**src/hw/rtl/smpq_pkg.sv**
```systemverilog
// shared constants, codes and types of the stable minimum priority queue
package smpq_pkg;

    localparam int CAPACITY = 16;
    localparam int CNT_W    = $clog2(CAPACITY + 1);
    localparam int RANK_W   = 16;
    localparam int TAG_W    = 32;
    localparam int FUNC_W   = 2;
    localparam int STAT_W   = 2;
    localparam int ECNT_W   = 5;

    localparam logic [FUNC_W-1:0] FUNC_PEEK = 2'd0;
    localparam logic [FUNC_W-1:0] FUNC_PUSH = 2'd1;
    localparam logic [FUNC_W-1:0] FUNC_POP  = 2'd2;

    localparam logic [STAT_W-1:0] STAT_DONE  = 2'd0;
    localparam logic [STAT_W-1:0] STAT_FULL  = 2'd1;
    localparam logic [STAT_W-1:0] STAT_EMPTY = 2'd2;

    // operation broadcast to every cell
    typedef struct packed {
        logic              push;
        logic              pop;
        logic [RANK_W-1:0] rank;
        logic [TAG_W-1:0]  tag;
    } cell_ctl_t;

    // what a cell shows its neighbors
    typedef struct packed {
        logic              occ;
        logic              le;
        logic [RANK_W-1:0] rank;
        logic [TAG_W-1:0]  tag;
    } cell_link_t;

endpackage

```
**src/hw/rtl/smpq_cell.sv**
```systemverilog
// one slot of the sorted queue: holds an entry, shifts up on push and down on pop
module smpq_cell (
    input  logic                aclk,
    input  logic                aresetn,
    input  smpq_pkg::cell_ctl_t  ctl,
    input  smpq_pkg::cell_link_t prev_link,
    input  smpq_pkg::cell_link_t next_link,
    output smpq_pkg::cell_link_t self_link
);

    logic                        occ_reg;
    logic                        occ_next;
    logic [smpq_pkg::RANK_W-1:0] rank_reg;
    logic [smpq_pkg::RANK_W-1:0] rank_next;
    logic [smpq_pkg::TAG_W-1:0]  tag_reg;
    logic [smpq_pkg::TAG_W-1:0]  tag_next;
    logic                        le;

    // entry stays ahead of a new one of equal rank
    assign le = occ_reg && (rank_reg <= ctl.rank);

    always_comb begin
        occ_next  = occ_reg;
        rank_next = rank_reg;
        tag_next  = tag_reg;
        if (ctl.push) begin
            occ_next = occ_reg | prev_link.occ;
            if (!le) begin
                if (!prev_link.le) begin
                    rank_next = prev_link.rank;
                    tag_next  = prev_link.tag;
                end else begin
                    rank_next = ctl.rank;
                    tag_next  = ctl.tag;
                end
            end
        end else if (ctl.pop) begin
            occ_next  = next_link.occ;
            rank_next = next_link.rank;
            tag_next  = next_link.tag;
        end
    end

    always_ff @(posedge aclk) begin
        if (!aresetn) begin
            occ_reg <= 1'b0;
        end else begin
            occ_reg <= occ_next;
        end
        rank_reg <= rank_next;
        tag_reg  <= tag_next;
    end

    assign self_link.occ  = occ_reg;
    assign self_link.le   = le;
    assign self_link.rank = rank_reg;
    assign self_link.tag  = tag_reg;

endmodule

```
**src/hw/rtl/stable_min_priority_queue.sv**
```systemverilog
// top level of the stable minimum priority queue built as a chain of slot cells
//
// usage:
//   input channel s_axis: each transfer is one operation. s_tuser carries the
//   operation (peek, push, pop); s_tdata carries the rank and tag of a push,
//   ignored for peek and pop.
//   result channel m_axis: exactly one transfer per operation, describing the
//   queue after it: head rank and tag (zero when empty), empty and full flags,
//   entry count and status (done, push refused because full, pop on empty).
//   latency: the result is valid in the cycle after the input transfer.
//   throughput: one operation per cycle while results are drained; every slot
//   cell compares its rank with the incoming one in parallel and shifts by one place.
//   the result is read straight from the head cell and the count register,
//   so a new operation is taken whenever the result slot is empty or being
//   drained in the same cycle.
//   reset: the queue empties (all occupancy bits and the count clear) and no
//   result is pending. slot contents are not cleared.
//   receiver stall: with m_tready low and a result pending, s_tready drops
//   and the queue holds its state until the result transfer completes.
module stable_min_priority_queue (
    input  logic        aclk,
    input  logic        aresetn,
    input  logic        s_tvalid,
    output logic        s_tready,
    input  logic [47:0] s_tdata,   // rank [15:0], tag [47:16]
    input  logic [1:0]  s_tuser,   // func [1:0]
    output logic        m_tvalid,
    input  logic        m_tready,
    output logic [63:0] m_tdata    // head_rank [15:0], head_tag [47:16], is_empty [48],
                                   // is_full [49], entry_count [54:50], status [56:55]
);

    localparam int CAP = smpq_pkg::CAPACITY;

    logic                        accept;
    logic                        out_valid_reg;
    logic                        out_valid_next;
    logic [smpq_pkg::CNT_W-1:0]  count_reg;
    logic [smpq_pkg::CNT_W-1:0]  count_next;
    logic [smpq_pkg::STAT_W-1:0] status_reg;
    logic [smpq_pkg::STAT_W-1:0] status_next;
    logic [smpq_pkg::FUNC_W-1:0] func;
    logic                        is_full;
    logic                        is_empty;
    logic [smpq_pkg::RANK_W-1:0] head_rank;
    logic [smpq_pkg::TAG_W-1:0]  head_tag;
    logic [CAP-1:0]              occ_vec;

    smpq_pkg::cell_ctl_t  ctl;
    smpq_pkg::cell_link_t links [CAP];
    smpq_pkg::cell_link_t prev_links [CAP];
    smpq_pkg::cell_link_t next_links [CAP];

    assign accept   = s_tvalid && s_tready;
    assign s_tready = !out_valid_reg || m_tready;
    assign func     = s_tuser;

    assign is_full  = (count_reg == smpq_pkg::CNT_W'(CAP));
    assign is_empty = (count_reg == '0);

    // operation decode with full and empty refusal
    always_comb begin
        ctl.push    = 1'b0;
        ctl.pop     = 1'b0;
        ctl.rank    = s_tdata[15:0];
        ctl.tag     = s_tdata[47:16];
        count_next  = count_reg;
        status_next = status_reg;
        if (accept) begin
            status_next = smpq_pkg::STAT_DONE;
            case (func)
                smpq_pkg::FUNC_PUSH: begin
                    if (is_full) begin
                        status_next = smpq_pkg::STAT_FULL;
                    end else begin
                        ctl.push   = 1'b1;
                        count_next = count_reg + smpq_pkg::CNT_W'(1);
                    end
                end
                smpq_pkg::FUNC_POP: begin
                    if (is_empty) begin
                        status_next = smpq_pkg::STAT_EMPTY;
                    end else begin
                        ctl.pop    = 1'b1;
                        count_next = count_reg - smpq_pkg::CNT_W'(1);
                    end
                end
                default: begin
                    // peek and the unused code leave the queue unchanged and report done
                end
            endcase
        end
    end

    // neighbor wiring: the head sees an always-open insertion point before it,
    // the tail sees an empty slot after it
    always_comb begin
        for (int i = 0; i < CAP; i++) begin
            if (i == 0) begin
                prev_links[i].occ  = 1'b1;
                prev_links[i].le   = 1'b1;
                prev_links[i].rank = '0;
                prev_links[i].tag  = '0;
            end else begin
                prev_links[i] = links[i-1];
            end
            if (i == CAP - 1) begin
                next_links[i].occ  = 1'b0;
                next_links[i].le   = 1'b0;
                next_links[i].rank = '0;
                next_links[i].tag  = '0;
            end else begin
                next_links[i] = links[i+1];
            end
            occ_vec[i] = links[i].occ;
        end
    end

    for (genvar g = 0; g < CAP; g++) begin : g_cell
        smpq_cell u_cell (
            .aclk      (aclk),
            .aresetn   (aresetn),
            .ctl       (ctl),
            .prev_link (prev_links[g]),
            .next_link (next_links[g]),
            .self_link (links[g])
        );
    end

    // a result is pending from the transfer in until the transfer out
    always_comb begin
        out_valid_next = out_valid_reg;
        if (accept) begin
            out_valid_next = 1'b1;
        end else if (m_tready) begin
            out_valid_next = 1'b0;
        end
    end

    always_ff @(posedge aclk) begin
        if (!aresetn) begin
            out_valid_reg <= 1'b0;
            count_reg     <= '0;
            status_reg    <= smpq_pkg::STAT_DONE;
        end else begin
            out_valid_reg <= out_valid_next;
            count_reg     <= count_next;
            status_reg    <= status_next;
        end
    end

    // result taken live from the head cell; state only moves on an input transfer
    assign head_rank = is_empty ? '0 : links[0].rank;
    assign head_tag  = is_empty ? '0 : links[0].tag;

    assign m_tvalid       = out_valid_reg;
    assign m_tdata[15:0]  = head_rank;
    assign m_tdata[47:16] = head_tag;
    assign m_tdata[48]    = is_empty;
    assign m_tdata[49]    = is_full;
    assign m_tdata[54:50] = smpq_pkg::ECNT_W'(count_reg);
    assign m_tdata[56:55] = status_reg;
    assign m_tdata[63:57] = '0;

`ifndef SYNTHESIS
    // occupancy of the head cell tracks the count
    a_head_occ: assert property (@(posedge aclk) disable iff (!aresetn)
        (count_reg == '0) == !links[0].occ)
        else $error("head occupancy disagrees with count");

    // the number of occupied cells equals the count
    a_occ_count: assert property (@(posedge aclk) disable iff (!aresetn)
        $countones(occ_vec) == int'(count_reg))
        else $error("occupied cells disagree with count");

    // a refused push leaves the count alone
    a_full_hold: assert property (@(posedge aclk) disable iff (!aresetn)
        accept && func == smpq_pkg::FUNC_PUSH && is_full |=>
        status_reg == smpq_pkg::STAT_FULL && $stable(count_reg))
        else $error("refused push changed the queue");

    // head is never ranked above its successor
    a_sorted: assert property (@(posedge aclk) disable iff (!aresetn)
        links[1].occ |-> links[0].rank <= links[1].rank)
        else $error("head out of order");
`endif

endmodule
```
**config.mk**
```make
export PLATFORM = sky130hd
export DESIGN_NAME = stable_min_priority_queue
export DESIGN_NICKNAME = d
export VERILOG_FILES = /design/src/hw/rtl/smpq_pkg.sv /design/src/hw/rtl/smpq_cell.sv /design/src/hw/rtl/stable_min_priority_queue.sv
export SDC_FILE = /design/constraint.sdc
export NUM_CORES = 2
export LEC_CHECK = 0
export BUFFER_PORTS_ARGS = -buffer_cell sky130_fd_sc_hd__buf_2
export CAP_MARGIN = 10
export CORE_MARGIN = 5
export CORE_UTILIZATION = 40
export DETAILED_ROUTE_END_ITERATION = 6
export SLEW_MARGIN = 10
export SYNTH_ARGS = -nofsm -noshare
export SYNTH_HDL_FRONTEND = slang
export SYNTH_SLANG_ARGS = --single-unit
```
**constraint.sdc**
```tcl
create_clock -name aclk -period 10.4 [get_ports aclk]
set_input_delay 2.08 -clock aclk [delete_from_list [all_inputs] [get_ports aclk]]
set_output_delay 2.08 -clock aclk [all_outputs]
set_load 0.005 [all_outputs]
```
; Word-level counts from Yosys, hierarchy flattened
; Index checks and enable logic that the tools add are counted.
[op_classes]
order_cmp = 16
n_reduce_logical = 40
bitwise = 15
n_eq_ne = 21
muxes = 173
add_sub_neg = 2
[ops]
columns = cell, count
row1 = $mux W32, 64
row2 = $mux W16, 64
row3 = $le A16 B16 Y1, 16
row4 = $mux W1, 39
row5 = $ne A2 B2 Y1 const B, 18
row6 = $reduce_and A2 Y1, 16
row7 = $logic_and A1 B1 Y1, 17
row8 = $or A1 B1 Y1, 15
row9 = $mux W5, 2
row10 = $pmux W5 S2, 1
row11 = $reduce_bool A2 Y1, 3
row12 = $add A5 B1 Y5 const B, 1
row13 = $eq A5 B5 Y1 const B, 1
row14 = $logic_not A5 Y1, 1
row15 = $sub A5 B1 Y5 const B, 1
row16 = $mux W2, 2
row17 = $pmux W2 S2, 1
row18 = $reduce_and A4 Y1, 1
row19 = $eq A2 B1 Y1 const B, 1
row20 = $eq A2 B2 Y1 const B, 1
row21 = $logic_not A1 Y1, 1
row22 = $logic_or A1 B1 Y1, 1
[totals]
output_inout_bits = 66
inputBits = 54
ff_bits = 792
wordCells = 318

; Longest topological paths before layout
[logic_depth]
ltp_word = 6
depth_mapped = 11
mapped_depth_nobuf = 10

; Cells and area by module
; From an unflattened synthesis, not the netlist that was laid out.
[hier_totals]
hier_cells = 4548
area_unflattened_um2 = 48232.5
[modules_own_cells]
columns = mod, seq_area_each_um2, area_per_inst_um2, cells_per_inst, instances
row1 = smpq_cell (g_cell[0].u_cell ...), 1461.4, 2950.3, 276, 9
row2 = smpq_cell (g_cell[3].u_cell ...), 1461.4, 2955.3, 276, 7
row3 = stable_min_priority_queue, 160.2, 992.2, 132, 1

; Worst setup path after synthesis
; Ideal clock, no wire load.
[synth_timing]
path_type = input to register
startpoint = input port s_tdata[1]
endpoint = register g_cell[11].u_cell.rank_reg[0] in the netlist's numbering (enable)
setup_ns = 0.520
path_buffers = 3
cell_stages = 11
arrival_time_ns = 7.452
path_slack_ns = 2.428
path_cell_list = inv_1 ha_1 nor2b_1 o211ai_1 a2111oi_0 o31ai_1 and2_0 clkbuf_1 buf_2 buf_2 o21ai_0
[synth_via]
elab_chain_cells = 4
[synth_rtl]
columns = element, line
row1 = start: declaration, stable_min_priority_queue.sv:25  ; input logic [47:0] s_tdata,
row2 = $le A16 B16 Y1, smpq_cell.sv:20  ; assign le = occ_reg && (rank_reg <= ctl.rank);
row3 = $logic_and A1 B1 Y1, smpq_cell.sv:20
row4 = $ne A2 B2 Y1 (no source line), --
row5 = $reduce_and A2 Y1 (no source line), --
row6 = end signal: assignment, smpq_cell.sv:50  ; rank_reg <= rank_next;
row7 = end: declaration, smpq_cell.sv:13  ; logic [smpq_pkg::RANK_W-1:0] rank_reg;
; No other way between the ends.
; A chain may end at the register's enable or synchronous reset.

; Final worst setup path
[layout_timing]
startpoint = input port s_tdata[4]
endpoint = register g_cell[2].u_cell.tag_reg[1] in the netlist's numbering (enable)
[layout_via]
elab_chain_cells = 4
[layout_rtl]
columns = element, line
row1 = $le A16 B16 Y1, smpq_cell.sv:20
row2 = $logic_and A1 B1 Y1, smpq_cell.sv:20
row3 = $ne A2 B2 Y1 (no source line), --
row4 = $reduce_and A2 Y1 (no source line), --
row5 = end signal: assignment, smpq_cell.sv:51  ; tag_reg <= tag_next;
row6 = end: declaration, smpq_cell.sv:15  ; logic [smpq_pkg::TAG_W-1:0] tag_reg;
; No other way between the ends.

==> results.ini <==
[run_status]
status = finished with violations
failed_checks = DRC

[cells_and_area]
nets = 5225
largest_reg_flops = 512
mostFrequentLayoutCells = 768 x edfxtp_1, 559 x o21ai_0, 442 x or3_1
final_area_um2 = 54400
fill_cells = 11800
final_common_cell = edfxtp_1
drive_above_1_share = 0.120
syn2layout_area_growth_pct = 9.62

[detailed_routing]
vias_per_cell = 6.79
drt_pre_antenna_iters = 7
drtIter0Drc = 6655
drt-total-wl_mm = 198
ant_nets = 0
vias = 45000
drcViolationCount = 1
wl_per_cell_um = 29.8

[pwr]
leakage_uw = 0.0189
peakVddDrop_uv = 118
power_density_nw_per_um2 = 157
finalPower_uw = 8570

[min_path]
holdCritPathClass = reg2reg

[worst_setup_path]
critical_path.startpoint_type = primary input
cp.depth = 9
r2r_cells = 7
crit_required_ns = 10.70
path_delay_family = buffers and inverters
critPathKind = in2reg
crit_start = s_tdata[4]
crit_path_end = g_cell[2].u_cell.tag_reg[1]
crit_arrival_ns = 6.00
r2r-end = g_cell[6].u_cell.tag_reg[11]
crit_path_end_kind = flip-flop
critPathMaxStageDelay_ns = 0.88
cp_max_fo = 40
cp_num_buf_inv = 3
worstPathCellList = buf_2 -> inv_1 -> ha_1 -> nand4_1 -> a2111oi_0 -> o31ai_4 -> and2_2 -> o21ai_4 -> buf_4
r2r_slack_ns = 5.72
critPathSlowestCell = buf_4
r2r_start = count_reg[2]

[logic_synthesis]
seq_area_frac_synth = 0.474
synth_area_um2 = 49700
yosysUniqueCellTypes = 61
synthFlopType = edfxtp_1
netlist_instances = 5067
async_flop_share = 0
ys.warnings.count = 0
avgSynthCellArea_um2 = 9.80
synth-edff-count = 768
ys_ff_latch = 792

[cts]
cts_setup_buffers = 0
cts_tree = done
cts.clk_slew.worst_paths_ns = 0.06
cts-root-buf = clkbuf_16
post_cts_resized = 0
cts_hold_buf = 0
clkLatencyLatePin_ns = 0.73
cts_inserted_buffers = 95
htreeDepth = 3
clockBufferDepth = 3
cts.sinks = 792

[sta]
hold_viol = 0
setup_tns_ns = 0
relSlewSlack = 0.0760
fin_crit_sh = 0.548
grt_setup_unrepaired = false
final_max_slew_viol_count = 0
worst_slew_pin_slew_ns = 1.38
period_needed_ns = 5.70
max_clock_freq_ghz = 0.175
finalClockSkew_ns = 0.0590
final-setup-viol-count = 0

[floorplan]
start_util = 0.402
fp-row-count = 129
core_area_um2 = 123000
die_w_um = 362
die_area_um2 = 131000
ios = 120
die_h_um = 362

[place]
place.gp.congestion = 0.937
dpl_cell_area_um2 = 51500
io_buffers = 112
hpwlAfterDp_mm = 113

[flow_run]
drv_cap = 0

[global_route]
grt_overflow = 0
grt_use_total = 0.288
antenna_found_initial = 10
grt_pass1_wl_mm = 288
grt_max_degree = 206
grt_pass1_vias = 42800

## power breakdown
part           switching, uW  internal, uW
sequential               142          3750
clock                   1480          1820
combinational            990           394
total                   2610          5960
## routing by layer
layer	track usage	part of all wire	vias to the layer above
met5	0	0.000066	-
li1	-	-	19400
met1	0.390	0.39	22200
met4	0.144	0.059	2
met2	0.449	0.44	2865
met3	0.0485	0.11	584
## cells in the mapped netlist (10+ instances only)
cell type | instances | area [um^2]
o21ai_0 | 569 | 2850
inv_1 | 234 | 878
o211ai_1 | 18 | 135
mux2i_1 | 50 | 500
or2_2 | 41 | 257
nor3_1 | 327 | 1640
nand2_1 | 269 | 1010
mux2_2 | 47 | 529
clkbuf_1 | 343 | 1290
nor2b_1 | 18 | 113
buf_1 | 12 | 45.0
nor2_1 | 342 | 1280
o21a_1 | 22 | 165
or3_1 | 442 | 2770
nand4_1 | 63 | 394
a211oi_1 | 239 | 1790
dfxtp_1 | 24 | 480
a2111oi_0 | 12 | 105
buf_4 | 15 | 113
edfxtp_1 | 768 | 23100
o221a_2 | 109 | 1230
a221oi_1 | 239 | 2090
buf_2 | 93 | 465
o32a_1 | 47 | 470
o31ai_1 | 10 | 75.1
a21oi_1 | 209 | 1050
ha_1 | 261 | 3270
nand3_1 | 107 | 536
o221ai_1 | 46 | 403
## area by class of cell
cell class                      count  area (um^2)  share of cell area
Multi-Input combinational cell   3583        23700               0.435
Sequential cell                   792        23600               0.433
Clock buffer                      118         2500              0.0460
Tap cell                         1637         2050              0.0376
Timing Repair Buffer              203         1310              0.0240
Inverter                          234          878              0.0161
Clock inverter                     56          473             0.00869
Antenna cell                        1         2.50           0.0000460
## how the worst min path moves through the flow
stage | startpoint | to | slack, ns | cells past startpoint
after floorplan | status_reg[0] | status_reg[0] | 0.46 | 2
after global placement | status_reg[0] | status_reg[0] | 0.46 | 2
after detailed placement | status_reg[1] | status_reg[1] | 0.47 | 2
after CTS | status_reg[1] | status_reg[1] | 0.48 | 2
after global routing | status_reg[0] | status_reg[0] | 0.53 | 2
final | status_reg[1] | status_reg[1] | 0.47 | 2
## tightest hold or removal path, delay by kind of cell, from the launching register on
family,cells,cell delay [ns]
AOI/OAI and AO/OA,1,0.06
and+or+nand+nor,1,0.05
DFF,1,0.31
## metrics by stage
step | setup slack [ns] | hold slack, ns | util | std cells
6_report | 4.70 | 0.473 | 0.441 | 6624
5_1_grt | 4.66 | 0.526 | 0.441 | 6624
4_1_cts | 4.71 | 0.478 | 0.441 | 6623
3_5_place_dp | 4.10 | 0.468 | 0.417 | 6449
3_3_place_gp | 4.25 | 0.457 | 0.417 | 6449
2_1_floorplan | 2.43 | 0.457 | - | 5073
## cells by family (layout without fill, tap and decap cells)
logic type	Yosys count	after routing	share of synthesized area
buffers and inverters	698	611	0.0564
other	1	8	0.0000755
XOR/XNOR	4	4	0.000705
multiplexers	97	97	0.0207
flip-flops	792	792	0.474
AND/OR/NAND/NOR	1643	1643	0.165
adder cells (fa/ha/maj)	262	262	0.0661
AO/OA/AOI/OAI	1570	1570	0.217
No activity file was read; power rests on OpenSTA's default activity.
